`src/hdl/lsr_pkg.sv`:
```
// ----------------------------------------------------------------------------
// lsr_pkg
// Shared types and constants of the lane shape unit: pixel levels, run type
// codes, shape codes and the queue status bundle.
// ----------------------------------------------------------------------------
package lsr_pkg;

   // gray levels that carry meaning
   localparam logic [7:0] LEVEL_BLACK = 8'd0;
   localparam logic [7:0] LEVEL_GRAY  = 8'd128;
   localparam logic [7:0] LEVEL_WHITE = 8'd255;

   // run type codes
   localparam logic [1:0] TYPE_UNKNOWN = 2'd0;
   localparam logic [1:0] TYPE_BLACK   = 2'd1;
   localparam logic [1:0] TYPE_GRAY    = 2'd2;
   localparam logic [1:0] TYPE_WHITE   = 2'd3;

   // shape codes, also used for the movement between two rows
   localparam logic [1:0] SHAPE_NONE     = 2'd0;
   localparam logic [1:0] SHAPE_LEFT     = 2'd1;
   localparam logic [1:0] SHAPE_STRAIGHT = 2'd2;
   localparam logic [1:0] SHAPE_RIGHT    = 2'd3;

   localparam int unsigned MARGIN_W = 10;
   localparam logic [MARGIN_W-1:0] MARGIN_RESET = 10'd15;

   // row records held between front and back
   localparam int unsigned QUEUE_DEPTH = 2;

   typedef struct packed {
      logic empty;
      logic full;
   } queue_status_type;

   function automatic logic [1:0] pixel_type(input logic [7:0] level);
      logic [1:0] t;
      case (level)
         LEVEL_BLACK: t = TYPE_BLACK;
         LEVEL_GRAY:  t = TYPE_GRAY;
         LEVEL_WHITE: t = TYPE_WHITE;
         default:     t = TYPE_UNKNOWN;
      endcase
      return t;
   endfunction

endpackage

```
`src/hdl/lsr_queue.sv`:
```
// ----------------------------------------------------------------------------
// lsr_queue
// Small register queue of finished row records between the pixel front end
// and the frame back end. Push and pop may happen in the same cycle.
// ----------------------------------------------------------------------------
module lsr_queue #(
   parameter int unsigned WIDTH = 12,
   parameter int unsigned DEPTH = 2
) (
   input  logic                      clock,
   input  logic                      reset,
   input  logic                      push,
   input  logic [WIDTH-1:0]          push_data,
   input  logic                      pop,
   output logic [WIDTH-1:0]          pop_data,
   output lsr_pkg::queue_status_type status
);
   import lsr_pkg::*;

   localparam int unsigned PTR_W = (DEPTH > 1) ? $clog2(DEPTH) : 1;
   localparam int unsigned CNT_W = $clog2(DEPTH + 1);

   logic [WIDTH-1:0] entries_ff [DEPTH];
   logic [PTR_W-1:0] wr_ptr_ff, wr_ptr_in;
   logic [PTR_W-1:0] rd_ptr_ff, rd_ptr_in;
   logic [CNT_W-1:0] count_ff, count_in;

   function automatic logic [PTR_W-1:0] next_ptr(input logic [PTR_W-1:0] p);
      return (p == PTR_W'(DEPTH - 1)) ? '0 : p + 1'b1;
   endfunction

   always_comb begin
      wr_ptr_in = push ? next_ptr(wr_ptr_ff) : wr_ptr_ff;
      rd_ptr_in = pop ? next_ptr(rd_ptr_ff) : rd_ptr_ff;
      count_in  = count_ff;
      if (push && !pop) begin
         count_in = count_ff + 1'b1;
      end else if (pop && !push) begin
         count_in = count_ff - 1'b1;
      end
   end

   always_ff @(posedge clock) begin
      if (reset) begin
         wr_ptr_ff <= '0;
         rd_ptr_ff <= '0;
         count_ff  <= '0;
      end else begin
         wr_ptr_ff <= wr_ptr_in;
         rd_ptr_ff <= rd_ptr_in;
         count_ff  <= count_in;
      end
   end

   always_ff @(posedge clock) begin
      if (push) begin
         entries_ff[wr_ptr_ff] <= push_data;
      end
   end

   assign pop_data     = entries_ff[rd_ptr_ff];
   assign status.empty = (count_ff == '0);
   assign status.full  = (count_ff == CNT_W'(DEPTH));

endmodule

```
`src/hdl/lsr_front.sv`:
```
// ----------------------------------------------------------------------------
// lsr_front
// Pixel front end: tracks runs of equal value along a row, types each run,
// watches for the black white gray white black pattern and keeps the
// midpoint of the first gray run. Emits one row record at each row or frame end.
// ----------------------------------------------------------------------------
module lsr_front #(
   parameter int unsigned MAX_WIDTH = 1024
) (
   input  logic                           clock,
   input  logic                           reset,
   input  logic                           accept,
   input  logic [7:0]                     pixel,
   input  logic                           row_end,
   input  logic                           frame_end,
   output logic                           push,
   output logic [$clog2(MAX_WIDTH)+1:0]   push_data
);
   import lsr_pkg::*;

   localparam int unsigned COL_W = $clog2(MAX_WIDTH);
   localparam logic [2:0]  RUNS_FULL = 3'd4;

   typedef struct packed {
      logic [3:0][1:0]  window;   // [0] oldest finished run
      logic [2:0]       runs;
      logic             pattern;
      logic             gray_found;
      logic [COL_W-1:0] gray_mid;
   } run_state_type;

   function automatic run_state_type finish_run(
      input run_state_type    st,
      input logic [1:0]       t,
      input logic [COL_W-1:0] s,
      input logic [COL_W-1:0] e
   );
      run_state_type r;
      logic [COL_W:0] sum;
      r   = st;
      sum = {1'b0, s} + {1'b0, e};
      if (t == TYPE_GRAY && !st.gray_found) begin
         r.gray_found = 1'b1;
         r.gray_mid   = sum[COL_W:1];
      end
      if (st.runs >= RUNS_FULL && st.window[0] == TYPE_BLACK &&
          st.window[1] == TYPE_WHITE && st.window[2] == TYPE_GRAY &&
          st.window[3] == TYPE_WHITE && t == TYPE_BLACK) begin
         r.pattern = 1'b1;
      end
      r.window[0] = st.window[1];
      r.window[1] = st.window[2];
      r.window[2] = st.window[3];
      r.window[3] = t;
      if (st.runs < RUNS_FULL) begin
         r.runs = st.runs + 1'b1;
      end
      return r;
   endfunction

   logic [COL_W-1:0] column_ff, column_in;
   logic [7:0]       last_pixel_ff, last_pixel_in;
   logic [COL_W-1:0] run_start_ff, run_start_in;
   run_state_type    run_ff, run_in;

   logic             end_row;
   logic             run_closes;
   logic [COL_W-1:0] start_now;
   run_state_type    run_mid, run_last;

   always_comb begin
      end_row    = row_end | frame_end;
      run_closes = (column_ff != '0) && (pixel != last_pixel_ff);

      // run that the new pixel ends, if any
      run_mid   = run_ff;
      start_now = run_start_ff;
      if (column_ff == '0) begin
         start_now = '0;
      end else if (run_closes) begin
         run_mid   = finish_run(run_ff, pixel_type(last_pixel_ff), run_start_ff,
                                column_ff - 1'b1);
         start_now = column_ff;
      end

      // row end also closes the run that holds this pixel
      run_last = finish_run(run_mid, pixel_type(pixel), start_now, column_ff);

      column_in     = column_ff;
      last_pixel_in = last_pixel_ff;
      run_start_in  = run_start_ff;
      run_in        = run_ff;
      if (accept) begin
         if (end_row) begin
            column_in     = '0;
            last_pixel_in = '0;
            run_start_in  = '0;
            run_in        = '0;
         end else begin
            if (column_ff < COL_W'(MAX_WIDTH - 1)) begin
               column_in = column_ff + 1'b1;
            end
            last_pixel_in = pixel;
            run_start_in  = start_now;
            run_in        = run_mid;
         end
      end
   end

   always_ff @(posedge clock) begin
      if (reset) begin
         column_ff     <= '0;
         last_pixel_ff <= '0;
         run_start_ff  <= '0;
         run_ff        <= '0;
      end else begin
         column_ff     <= column_in;
         last_pixel_ff <= last_pixel_in;
         run_start_ff  <= run_start_in;
         run_ff        <= run_in;
      end
   end

   // record: pattern, midpoint (zero for a failed row), frame end
   assign push      = accept & end_row;
   assign push_data = {run_last.pattern,
                       run_last.pattern ? run_last.gray_mid : COL_W'(0),
                       frame_end};

endmodule

```
`src/hdl/lsr_back.sv`:
```
// ----------------------------------------------------------------------------
// lsr_back
// Frame back end: counts rows and failed rows, follows the movement of the
// midpoint from one valid row to the next, and forms the row result and the
// frame verdict in the output register.
// ----------------------------------------------------------------------------
module lsr_back #(
   parameter int unsigned MAX_WIDTH = 1024,
   parameter int unsigned MAX_ROWS  = 1024
) (
   input  logic                                clock,
   input  logic                                reset,
   input  logic [lsr_pkg::MARGIN_W-1:0]        margin,
   input  lsr_pkg::queue_status_type           q_status,
   input  logic [$clog2(MAX_WIDTH)+1:0]        q_data,
   output logic                                q_pop,
   output logic                                rsp_valid,
   input  logic                                rsp_stall,
   output logic [$clog2(MAX_WIDTH)-1:0]        rsp_row_midpoint,
   output logic                                rsp_row_valid,
   output logic                                rsp_frame_done,
   output logic [1:0]                          rsp_shape
);
   import lsr_pkg::*;

   localparam int unsigned COL_W  = $clog2(MAX_WIDTH);
   localparam int unsigned RC_W   = $clog2(MAX_ROWS + 1);
   localparam int unsigned PROD_W = RC_W + 4;
   localparam int unsigned CMP_W  = (COL_W > MARGIN_W) ? COL_W : MARGIN_W;

   // movement history
   localparam logic [2:0] PH_NONE      = 3'd0;
   localparam logic [2:0] PH_LEFT      = 3'd1;
   localparam logic [2:0] PH_STRAIGHT  = 3'd2;
   localparam logic [2:0] PH_RIGHT     = 3'd3;
   localparam logic [2:0] PH_LEFT_STR  = 3'd4;
   localparam logic [2:0] PH_RIGHT_STR = 3'd5;
   localparam logic [2:0] PH_FAILED    = 3'd6;

   logic [RC_W-1:0]  rows_ff, rows_in;
   logic [RC_W-1:0]  bad_ff, bad_in;
   logic [COL_W-1:0] prev_mid_ff, prev_mid_in;
   logic             have_prev_ff, have_prev_in;
   logic [2:0]       phase_ff, phase_in;

   logic             out_valid_ff, out_valid_in;
   logic [COL_W-1:0] out_mid_ff;
   logic             out_row_valid_ff;
   logic             out_done_ff;
   logic [1:0]       out_shape_ff;

   logic             rec_pattern;
   logic [COL_W-1:0] rec_mid;
   logic             rec_frame_end;
   logic [RC_W-1:0]  rows_next, bad_next;
   logic [COL_W:0]   diff;
   logic [COL_W-1:0] diff_abs;
   logic [1:0]       move;
   logic [2:0]       phase_next;
   logic [PROD_W-1:0] bad_x10, rows_x3p9;
   logic [1:0]       verdict;

   assign {rec_pattern, rec_mid, rec_frame_end} = q_data;
   assign q_pop = !q_status.empty && (!out_valid_ff || !rsp_stall);

   always_comb begin
      rows_next = rows_ff;
      if (rows_ff < RC_W'(MAX_ROWS)) begin
         rows_next = rows_ff + 1'b1;
      end
      bad_next = bad_ff;
      if (!rec_pattern && bad_ff < RC_W'(MAX_ROWS)) begin
         bad_next = bad_ff + 1'b1;
      end

      diff     = {1'b0, rec_mid} - {1'b0, prev_mid_ff};
      diff_abs = diff[COL_W] ? COL_W'(-diff) : diff[COL_W-1:0];
      if (CMP_W'(diff_abs) < CMP_W'(margin) || diff == '0) begin
         move = SHAPE_STRAIGHT;
      end else if (!diff[COL_W]) begin
         move = SHAPE_LEFT;
      end else begin
         move = SHAPE_RIGHT;
      end

      phase_next = phase_ff;
      if (rec_pattern && have_prev_ff) begin
         case (phase_ff)
            PH_NONE: begin
               case (move)
                  SHAPE_LEFT:  phase_next = PH_LEFT;
                  SHAPE_RIGHT: phase_next = PH_RIGHT;
                  default:     phase_next = PH_STRAIGHT;
               endcase
            end
            PH_LEFT: begin
               phase_next = (move == SHAPE_LEFT) ? PH_LEFT :
                            (move == SHAPE_STRAIGHT) ? PH_LEFT_STR : PH_FAILED;
            end
            PH_RIGHT: begin
               phase_next = (move == SHAPE_RIGHT) ? PH_RIGHT :
                            (move == SHAPE_STRAIGHT) ? PH_RIGHT_STR : PH_FAILED;
            end
            PH_STRAIGHT: begin
               phase_next = (move == SHAPE_STRAIGHT) ? PH_STRAIGHT : PH_FAILED;
            end
            PH_LEFT_STR, PH_RIGHT_STR: begin
               phase_next = (move == SHAPE_STRAIGHT) ? phase_ff : PH_FAILED;
            end
            default: phase_next = PH_FAILED;
         endcase
      end

      // failed rows at most 30 percent rounded up: 10*bad <= 3*rows + 9
      bad_x10   = PROD_W'(bad_next) * PROD_W'(10);
      rows_x3p9 = PROD_W'(rows_next) * PROD_W'(3) + PROD_W'(9);
      verdict   = SHAPE_NONE;
      if (bad_x10 <= rows_x3p9) begin
         case (phase_next)
            PH_LEFT, PH_LEFT_STR:   verdict = SHAPE_LEFT;
            PH_STRAIGHT:            verdict = SHAPE_STRAIGHT;
            PH_RIGHT, PH_RIGHT_STR: verdict = SHAPE_RIGHT;
            default:                verdict = SHAPE_NONE;
         endcase
      end

      rows_in      = rows_ff;
      bad_in       = bad_ff;
      prev_mid_in  = prev_mid_ff;
      have_prev_in = have_prev_ff;
      phase_in     = phase_ff;
      if (q_pop) begin
         if (rec_frame_end) begin
            rows_in      = '0;
            bad_in       = '0;
            prev_mid_in  = '0;
            have_prev_in = 1'b0;
            phase_in     = PH_NONE;
         end else begin
            rows_in  = rows_next;
            bad_in   = bad_next;
            phase_in = phase_next;
            if (rec_pattern) begin
               prev_mid_in  = rec_mid;
               have_prev_in = 1'b1;
            end
         end
      end

      out_valid_in = out_valid_ff && rsp_stall;
      if (q_pop) begin
         out_valid_in = 1'b1;
      end
   end

   always_ff @(posedge clock) begin
      if (reset) begin
         rows_ff      <= '0;
         bad_ff       <= '0;
         prev_mid_ff  <= '0;
         have_prev_ff <= 1'b0;
         phase_ff     <= PH_NONE;
         out_valid_ff <= 1'b0;
      end else begin
         rows_ff      <= rows_in;
         bad_ff       <= bad_in;
         prev_mid_ff  <= prev_mid_in;
         have_prev_ff <= have_prev_in;
         phase_ff     <= phase_in;
         out_valid_ff <= out_valid_in;
      end
   end

   always_ff @(posedge clock) begin
      if (q_pop) begin
         out_mid_ff       <= rec_mid;
         out_row_valid_ff <= rec_pattern;
         out_done_ff      <= rec_frame_end;
         out_shape_ff     <= rec_frame_end ? verdict : SHAPE_NONE;
      end
   end

   assign rsp_valid        = out_valid_ff;
   assign rsp_row_midpoint = out_mid_ff;
   assign rsp_row_valid    = out_row_valid_ff;
   assign rsp_frame_done   = out_done_ff;
   assign rsp_shape        = out_shape_ff;

endmodule

```
`src/hdl/lane_shape_from_row_runs_unit.sv`:
```
// ----------------------------------------------------------------------------
// lane_shape_from_row_runs_unit
// Lane shape estimator on a gray-level pixel stream: per-row run pattern
// check with gray run midpoint, and a per-frame curve verdict.
//
//   channel | ports                     | direction | item
//   --------+---------------------------+-----------+----------------------
//   req     | req_valid / req_stall     | in        | one pixel + row/frame end
//   rsp     | rsp_valid / rsp_stall     | out       | one result per row
//   csr     | csr_wr_en / csr_wr_data   | in        | straight margin
//
// One pixel per cycle while req_stall is low. A row result reaches rsp through
// the record queue, then the output register.
// The two-entry record queue decouples the pixel front end from the output:
// req_stall rises only when that queue is full, i.e. rsp is held stalled.
// Reset is synchronous; the margin returns to 15 and all row and frame
// counters clear. No clearing pass.
// ----------------------------------------------------------------------------
module lane_shape_from_row_runs_unit #(
   parameter int unsigned MAX_WIDTH = 1024,
   parameter int unsigned MAX_ROWS  = 1024
) (
   input  logic                             clock,
   input  logic                             reset,
   input  logic                             req_valid,
   output logic                             req_stall,
   input  logic [7:0]                       req_pixel,
   input  logic                             req_row_end,
   input  logic                             req_frame_end,
   output logic                             rsp_valid,
   input  logic                             rsp_stall,
   output logic [$clog2(MAX_WIDTH)-1:0]     rsp_row_midpoint,
   output logic                             rsp_row_valid,
   output logic                             rsp_frame_done,
   output logic [1:0]                       rsp_shape,
   input  logic                             csr_wr_en,
   input  logic [lsr_pkg::MARGIN_W-1:0]     csr_wr_data
);
   import lsr_pkg::*;

   localparam int unsigned REC_W = $clog2(MAX_WIDTH) + 2;

   logic [MARGIN_W-1:0] margin_ff, margin_in;
   logic                req_accept;
   logic                q_push, q_pop;
   logic [REC_W-1:0]    q_push_data, q_pop_data;
   queue_status_type    q_status;

   assign req_stall  = q_status.full;
   assign req_accept = req_valid & !req_stall;
   assign margin_in  = csr_wr_en ? csr_wr_data : margin_ff;

   always_ff @(posedge clock) begin
      if (reset) begin
         margin_ff <= MARGIN_RESET;
      end else begin
         margin_ff <= margin_in;
      end
   end

   lsr_front #(
      .MAX_WIDTH (MAX_WIDTH)
   ) u_front (
      .clock     (clock),
      .reset     (reset),
      .accept    (req_accept),
      .pixel     (req_pixel),
      .row_end   (req_row_end),
      .frame_end (req_frame_end),
      .push      (q_push),
      .push_data (q_push_data)
   );

   lsr_queue #(
      .WIDTH (REC_W),
      .DEPTH (QUEUE_DEPTH)
   ) u_queue (
      .clock     (clock),
      .reset     (reset),
      .push      (q_push),
      .push_data (q_push_data),
      .pop       (q_pop),
      .pop_data  (q_pop_data),
      .status    (q_status)
   );

   lsr_back #(
      .MAX_WIDTH (MAX_WIDTH),
      .MAX_ROWS  (MAX_ROWS)
   ) u_back (
      .clock            (clock),
      .reset            (reset),
      .margin           (margin_ff),
      .q_status         (q_status),
      .q_data           (q_pop_data),
      .q_pop            (q_pop),
      .rsp_valid        (rsp_valid),
      .rsp_stall        (rsp_stall),
      .rsp_row_midpoint (rsp_row_midpoint),
      .rsp_row_valid    (rsp_row_valid),
      .rsp_frame_done   (rsp_frame_done),
      .rsp_shape        (rsp_shape)
   );

   // a finished row is waiting in the queue on the next cycle
   a_row_queued: assert property (@(posedge clock) disable iff (reset)
      req_accept && (req_row_end || req_frame_end) |=> !q_status.empty)
      else $error("row record lost after row end");

   // verdict only on the frame's last row
   a_shape_only_at_frame: assert property (@(posedge clock) disable iff (reset)
      rsp_valid && !rsp_frame_done |-> rsp_shape == SHAPE_NONE)
      else $error("shape given outside frame end");

   // failed row carries no midpoint
   a_failed_row_mid: assert property (@(posedge clock) disable iff (reset)
      rsp_valid && !rsp_row_valid |-> rsp_row_midpoint == '0)
      else $error("midpoint on failed row");

   // queue is drained whenever the output register is free
   a_queue_drains: assert property (@(posedge clock) disable iff (reset)
      !rsp_valid && !q_status.empty |-> q_pop)
      else $error("queue held while output free");

endmodule

```
`config.mk`:
```
export PLATFORM = sky130hd
export DESIGN_NAME = lane_shape_from_row_runs_unit
export DESIGN_NICKNAME = d
export VERILOG_FILES = /design/src/hdl/lsr_pkg.sv /design/src/hdl/lsr_queue.sv /design/src/hdl/lsr_front.sv /design/src/hdl/lsr_back.sv /design/src/hdl/lane_shape_from_row_runs_unit.sv
export SDC_FILE = /design/constraint.sdc
export NUM_CORES = 1
export LEC_CHECK = 0
export BUFFER_PORTS_ARGS = -buffer_cell sky130_fd_sc_hd__buf_2
export CORE_ASPECT_RATIO = 1.4
export CORE_MARGIN = 5
export CORE_UTILIZATION = 55
export DETAILED_ROUTE_END_ITERATION = 10
export HOLD_SLACK_MARGIN = 0.05
export PLACE_DENSITY = 0.75
export SLEW_MARGIN = 30
export SYNTH_ARGS = -nofsm -noshare
export SYNTH_HDL_FRONTEND = slang
export SYNTH_SLANG_ARGS = --single-unit
```
`constraint.sdc`:
```
create_clock -name clock -period 5.1 [get_ports clock]
set_clock_uncertainty 0.15 [all_clocks]
set_input_delay 1.02 -clock clock [delete_from_list [all_inputs] [get_ports clock]]
set_output_delay 1.02 -clock clock [all_outputs]
set_load 0.02 [all_outputs]
```
[Word-level counts from Yosys, hierarchy flattened]
Memory sizes are Yosys's and may differ from the RTL's. A register that Yosys moved wholly into a read port is not among the register bits.
Cells that the tools add are included.
Storage, ports and cells
  register bits after elaboration: 116
  output and inout port bits: 16
  input port bits: 25
  memory bits (writable): 24
  memory bits (read-only): 0
  word-level logic and storage cells: 180
  memories: 1
  latch bits: 0
Operators by class
  eq/ne operators: 31
  div/mod/pow operators: 0
  muxes and demuxes: 50
  bitwise gates (word level): 3
  magnitude comparators: 8
  $add $sub $neg: 14
  shift operators: 0
  reductions and logical operators: 46
  $mul: 2
Memories
  u_queue.entries_ff: depth 2, width 12, read ports 1, clocked after memory_dff 1, write ports 1, RTL line lsr_queue.sv:23  | logic [WIDTH-1:0] entries_ff [DEPTH];
Operator list (number)
  $mux 10: 10
  $mux 23: 3
  $mux 11: 5
  $eq 8x8->1 const B: 4
  $add 10x10->11: 2
  $add 11x1->11 const B: 2
  $eq 2x2->1 const B: 11
  $lt 11x11->1 const B: 2
  $mux 3: 7
  $logic_and 1x1->1: 19
  $pmux 2 s3: 3
  $logic_not 8->1: 2
  $mux 2: 8
  $le 15x15->1: 1
  $pmux 3 s5: 1
  $add 13x4->14 const B: 1
  $mul 11x3->14 const B: 1
  $mul 11x2->13 const B: 1
  $eq 3x2->1 const B: 4
  $eq 3x3->1 const B: 4
  $logic_not 11->1: 1
  $mux 1: 11
  $sub 10x10->11: 1
  $add 10x1->10 const B: 1
  26 further kinds: 49

[Depth between registers and ports, before layout]
Gate-level depths: netlist of the first run.
  depth in word-level cells: 17
  mapped depth: 25

[Modules after synthesis]
From an unflattened synthesis of the first run, not the netlist that was laid out.
Unflattened totals
  cell total of the unflattened synthesis: 1134
  area total of the unflattened synthesis: 9771.9 um^2
Modules (own cells, without submodules)
  lsr_back: cells each 566, area each 4675.7 um^2, times used 1, sequential area each 1161.1 um^2
  lsr_front: cells each 476, area each 3658.5 um^2, times used 1, sequential area each 1021.0 um^2
  lsr_queue: cells each 59, area each 1068.5 um^2, times used 1, sequential area each 820.8 um^2
  lane_shape_from_row_runs_unit: cells each 33, area each 369.1 um^2, times used 1, sequential area each 200.2 um^2

[Least setup slack after synthesis of the first run]
OpenSTA, ideal clock, no wires.
  path type: reg-to-reg
  start point: register (tool-made name)
  end point: register u_back.out_shape_ff[0] (netlist: u_back.rsp_shape[0]) (data pin)
  library setup time: 0.263 ns
  period minus slack after synthesis: 5.400 ns
  cell stages (with the launch flop): 24
  arrival: 4.987 ns
  path slack: -0.300 ns
  required time: 4.687 ns
  path buffers: 1
  cells stage by stage: dfxtp_1 > buf_1 > mux2_2 > inv_1 > ha_1 > inv_1 > fa_1 > a211oi_4 > o21bai_4 > a211oi_4 > o31a_1 > nand2_1 > xnor2_1 > ha_1 > or3_1 > o221ai_1 > a21oi_1 > o32ai_1 > o21ai_0 > a222oi_1 > a211o_1 > nor2_2 > a31oi_1 > nor2_1
RTL lines
  end signal: assignment: RTL line lsr_back.sv:179  | out_shape_ff <= rec_frame_end ? verdict : SHAPE_NONE;
  end: declaration: RTL line lsr_back.sv:50  | logic [1:0] out_shape_ff;

==> flow_summary.toml, run 1 <==
[power_and_ir_drop]
totalPowerFinal_mw = 5.09
power.leakage_nw = 4.57
p_per_area_nw_per_um2 = 453
ir_drop_v = 0.000290

[final_layout]
area_growth_pct = 16.0
final_util_pct = 64.9
n_fill_cell = 1387
finalInstanceArea_um2 = 11200
layout-drive-gt1-share_pct = 16.7
diodes = 0
nets = 1304
fin_cells = 1429

[run_status]
status = "finished, violations left"
violations = "negative setup slack"

[global_route]
grt_remaining_overflow = 0
grt_start_max_net_pins = 86
grt_pass1_wl_um = 36900
grt_pass1_vias = 8095
antenna_found_initial = 0
grt_use_total_pct = 21.8

[critical_path]
cp-start-kind = "flip-flop"
crit_fanout = 5
crit_type = "reg2reg"
end_kind = "flip-flop"
cp.required_ns = 5.11
arrival_ns = 5.20

[logic_synthesis]
syn_area_um2 = 9690
synth_top_area_share_pct = 21.3
yosys_most_used_dff = "dfxtp_1"
syn_inst = 1111
synth_edf_count = 38
ys_warn_count = 0
ys_types = 87
yosys.area.top_type = "dfxtp_1"
yosys-top-cells-area = "dfxtp_1, ha_1, edfxtp_1, nor2_1, xnor2_1"
syn_avg_cell_area_um2 = 8.72
ys_ff_latch = 141
ys_seq_area_share_pct = 33.0
synth-async-reset-ratio_pct = 0
syn-num-nets = 1235

[flow_run]
max_cap_viol_count = 0

[sta]
hold_viol_final = 0
slew_headroom_pct = 36.0
tns_ns = -0.0928
finalCritPeriodShare_pct = 102
worst_slack_ns = -0.0880
min_period_ns = 5.19
setup_viol = 2
slew_viol_final = 0
hold_ws_ns = 0.302
rsz0062_at_grt = "true"
fmax_ghz = 0.193
worst_slew_pin_slew_ns = 0.961

[routing]
drt-initial-drc-count = 539
wl_um = 23100
drc_errors = 0
vias = 8358
antenna_left = 0
via_per_inst = 5.85
wl_per_cell_um = 16.2
drtPass1Iterations = 5

[placed_design]
port_buffers = 40
dp.cells = 1377
gp_congestion = 0.867
dpl.hpwl_um = 16400
place_ws_ns = -0.00333
place_area_um2 = 10300

[die]
die_area_um2 = 20400
core-area_um2 = 17300
floorplan.initialDensity_pct = 55.9
io_pins = 41
rows = 57
die_x_um = 122
fp.dieH_um = 167

[cts]
cts_tree = "done"
clkLatencyLatePin_ns = 0.42
clk_pin_slew_ns = 0.06
cts.path.max_buffers = 2
h-tree-depth = 4
cts_hold_buffers = 0
cts_root_buf = "clkbuf_16"
clock_sinks = 141
numCtsBuffers = 17

[hold_path]
hold_path.class = "reg2reg"
==> cells in the mapped netlist, types with 10 or more instances <==
master / n
o21ai_0: 46
nand3_1: 21
nand2b_1: 15
inv_1: 71
nand2_1: 64
buf_2: 10
mux2i_1: 20
a21oi_1: 55
dfxtp_1: 103
xnor2_1: 53
clkbuf_1: 29
a211oi_1: 15
a22oi_1: 55
edfxtp_1: 38
and2_1: 12
nand4_1: 13
nor2_1: 156
nor3_1: 25
mux2_2: 13
a21o_1: 12
xor2_1: 26
ha_1: 94
nor2b_1: 13
==> worst paths after layout <==
kind	start	end	slack, ns	cells past startpoint
worst max-delay path	flip-flop	u_back.rsp_shape[1]	-0.09	22
worst max register to register	flip-flop	u_back.rsp_shape[1]	-0.09	22
worst min register to register	u_front.run_ff[9]	u_front.run_ff[9]	0.30	2
worst min-delay path	u_front.run_ff[9]	u_front.run_ff[9]	0.30	2
==> repair_timing <==
item,in CTS,in global routing
setup endpoints to repair,2,5
setup buffers,2,18
pin swaps,5,29
gates resized for setup,4,48
==> cells in the final DEF (no fill, tap or decap), types with 21 or more instances in the layout <==
| cell | netlist | final |
|---|---|---|
| nor2_1 | 156 | 151 |
| nand3_1 | 21 | 21 |
| xnor2_1 | 53 | 51 |
| buf_2 | 10 | 40 |
| ha_1 | 94 | 88 |
| nand2_1 | 64 | 63 |
| a22oi_1 | 55 | 55 |
| inv_1 | 71 | 69 |
| edfxtp_1 | 38 | 38 |
| nor3_1 | 25 | 24 |
| dfxtp_1 | 103 | 101 |
| o21ai_0 | 46 | 43 |
| buf_4 | 0 | 50 |
| a21oi_1 | 55 | 51 |
| xor2_1 | 26 | 26 |
==> where the power goes <==
group | switching [mW] | leakage, nW | internal [mW]
Sequential | 0.0616 | 1.20 | 1.29
Combinational | 1.48 | 3.09 | 1.08
Clock | 0.471 | 0.280 | 0.706
Total | 2.01 | 4.57 | 3.08
==> state kept, by name (all words and copies together) (netlist names), named ones only <==
name and flops:
u_queue.entries_ff 24, u_front.run_ff 23, u_back.bad_ff 11, u_back.rows_ff 11
margin_ff 10, u_back.prev_mid_ff 10, u_back.rsp_row_midpoint 10, u_front.column_ff 10
u_front.run_start_ff 10, u_front.last_pixel_ff 8, u_back.phase_ff 3, u_back.rsp_shape 2
u_queue.count_ff 2, u_back.have_prev_ff 1, u_back.rsp_frame_done 1, u_back.rsp_row_valid 1
u_back.rsp_valid 1, u_queue.rd_ptr_ff 1, u_queue.wr_ptr_ff 1
==> cells by family (layout without fill, tap and decap cells) <==
kind of cell / Yosys count / in the layout / synth area share (%)
xor gates and xnor gates: 79 / 79 / 7.14
adders and majority gates: 99 / 99 / 13.2
DFF: 141 / 141 / 33.0
AOI/OAI and AO/OA: 274 / 274 / 20.3
buffers and inverters: 114 / 196 / 4.54
muxes: 33 / 33 / 3.58
and+or+nand+nor: 371 / 371 / 18.2
==> layer usage <==
layer  vias to the layer above  GRT usage [%]  share of wire, %
li1                       4142              -                 -
met1                      3943           24.3                40
met2                       217           40.5                53
met3                        56           4.31               4.4
met4                         0           7.89               2.7
met5                         -              0                 0
==> critical path, cell delays in order (launching register included) <==
cell      delay [ns]
dfxtp_4         0.37
mux2_4          0.33
inv_4           0.06
ha_4            0.13
inv_2           0.03
fa_2            0.37
a211oi_4        0.34
o21bai_4        0.12
a211oi_4        0.29
buf_4           0.16
o21ba_4         0.16
nor2_4          0.05
o31ai_4         0.28
xnor2_1         0.13
ha_2            0.22
or3_4           0.38
o32a_1          0.44
o21ai_1         0.20
a222oi_1        0.12
a211o_1         0.32
buf_4           0.14
nand2_1         0.06
a21oi_2         0.05
==> final cells by class <==
class | instances | area [um^2] | share of cell area, %
flip-flops and latches | 141 | 3210 | 28.5
well taps | 236 | 295 | 2.63
multi-input cells | 856 | 6280 | 55.8
repair buffers | 93 | 622 | 5.53
clock buffers | 24 | 514 | 4.57
inverters | 71 | 269 | 2.39
clock inverters | 8 | 57.6 | 0.512
(Power assumes the default switching activity.)
==> run 2, diff against run 1 <==
--- a/config.mk
+++ b/config.mk
@@ -9,6 +9,7 @@
 export CORE_ASPECT_RATIO = 1.4
 export CORE_MARGIN = 5
 export CORE_UTILIZATION = 55
+export CTS_BUF_LIST = sky130_fd_sc_hd__clkbuf_16
 export DETAILED_ROUTE_END_ITERATION = 10
 export HOLD_SLACK_MARGIN = 0.05
 export PLACE_DENSITY = 0.75
==> run 2 against run 1 <==
The run still ends with negative setup slack left. Highest routed layer unchanged. Clock-buffer cell count is 5 lower. Clock power is 3% lower. Critical endpoint unchanged. Critical path type unchanged. Sequential power hardly changed.
==> flow_summary.toml, run 2 (synthesis results as in run 1) <==
[sta]
finalCritPeriodShare_pct = 101
rsz0062_at_grt = "true"
hold_viol_final = 0
worst_slack_ns = -0.0753
tns_ns = -0.0753
slew_viol_final = 0
setup_viol = 1
fmax_ghz = 0.193
worst_slew_pin_slew_ns = 0.969
min_period_ns = 5.18
slew_headroom_pct = 35.1

[global_route]
grt_start_max_net_pins = 86
grt_remaining_overflow = 0
grt_use_total_pct = 21.9
antenna_found_initial = 0
grt_pass1_wl_um = 36900
grt_pass1_vias = 8125

[cts]
cts_root_buf = "clkbuf_16"
clock_sinks = 141
clk_pin_slew_ns = 0.06
clkLatencyLatePin_ns = 0.42
cts.path.max_buffers = 2
h-tree-depth = 4
cts_tree = "done"
cts_hold_buffers = 0
numCtsBuffers = 17

[power_and_ir_drop]
comb_power_share_pct = 50.7
clkPwrFrac_pct = 22.6
p_per_area_nw_per_um2 = 450
swShare_pct = 39.8
ir_drop_v = 0.000289
p_int_mw = 3.04
power.share.sequential_pct = 26.7
p_sw_mw = 2.01
power.leakage_nw = 4.57
totalPowerFinal_mw = 5.05

[routing]
wl_per_cell_um = 16.2
drt-initial-drc-count = 523
vias = 8356
via_per_inst = 5.85
drtPass1Iterations = 7
wl_um = 23100
antenna_left = 0
drc_errors = 0

[critical_path]
end_kind = "flip-flop"
cp-start-kind = "flip-flop"
crit_type = "reg2reg"
ff2ff_setup_slack_ns = -0.08
arrival_ns = 5.19
reg2reg_depth = 22
crit_fanout = 5
cp.required_ns = 5.11

[die]
core-area_um2 = 17300
io_pins = 41
rows = 57
floorplan.initialDensity_pct = 55.9
fp.dieH_um = 167
die_area_um2 = 20400
die_x_um = 122

[flow_run]
max_cap_viol_count = 0

[final_layout]
finalInstanceArea_um2 = 11200
largest_register = "u_queue.entries_ff"
largest_reg_flops = 24
area_growth_pct = 15.8
final_util_pct = 64.8
reg_top3 = "u_queue.entries_ff: 24 flops, u_front.run_ff: 23 flops"
diodes = 0
final_common_cell = "nor2_1"
layout-drive-gt1-share_pct = 16.5
fin_cells = 1429
nets = 1304
final_cell_mix = "nor2_1, dfxtp_1, ha_1, inv_1, nand2_1"

[placed_design]
place_area_um2 = 10300
dpl.hpwl_um = 16400
gp_congestion = 0.867
port_buffers = 40
dp.cells = 1377

[hold_path]
hold_path.class = "reg2reg"
whs_path_depth = 2

[run_status]
violations = "negative setup slack"
status = "finished, violations left"
## run 2: area by class of cell
cell class / count / area, um^2
well taps: 236 / 295
inverters: 71 / 269
clock buffers: 19 / 475
clock inverters: 13 / 76.3
fillers: 1389 / 6110
flip-flops and latches: 141 / 3210
multi-input cells: 856 / 6280
repair buffers: 93 / 622
## run 2: timing repair
item,CTS,global route
hold endpoints to repair,0,0
setup endpoints to repair,2,5
pin swaps,5,29
gates resized for setup,4,48
setup buffers,2,18
gates cloned,0,0
## run 2: worst max-delay path, stage by stage, from the launching register on
cell and delay [ns]:
dfxtp_4 0.37, mux2_4 0.33, inv_4 0.06, ha_4 0.13, inv_2 0.03, fa_2 0.37, a211oi_4 0.34, o21bai_4 0.12
a211oi_4 0.29, buf_4 0.16, o21ba_4 0.16, nor2_4 0.05, o31ai_4 0.28, xnor2_1 0.13, ha_2 0.22, or3_4 0.39
o32a_1 0.44, o21ai_1 0.19, a222oi_1 0.12, a211o_1 0.33, buf_4 0.14, nand2_1 0.07, a21oi_2 0.05
## run 2: path summary, 6_finish.rpt
check                                  startpoint                   to
worst min register to register  u_front.run_ff[9]    u_front.run_ff[9]
worst max register to register          flip-flop  u_back.rsp_shape[1]
worst min-delay path            u_front.run_ff[9]    u_front.run_ff[9]
worst max-delay path                    flip-flop  u_back.rsp_shape[1]
## run 2: power by group through the flow
stage	clock network [mW]	logic, mW	registers [mW]
finish	1.14	2.56	1.35
global route	1.21	2.78	1.36
CTS	1.16	2.16	1.34
detailed placement	0	2.10	1.36
global placement	0	2.05	1.36
floorplan	0	1.53	1.41
## run 2: per-layer routing
layer	global-route usage [%]	routed length, um	part of all wire [%]
met5	0	0	0
met4	7.89	612	2.6
met3	4.31	972	4.2
met2	40.6	12300	53
met1	24.3	9230	40
## run 2: per-stage QoR
stage | hold slack, ns | worst slack, ns
floorplan | 0.282 | 0.0623
global placement | 0.291 | 0.0670
detailed placement | 0.298 | -0.00333
CTS | 0.307 | 0.0176
global route | 0.337 | -0.221
finish | 0.302 | -0.0753
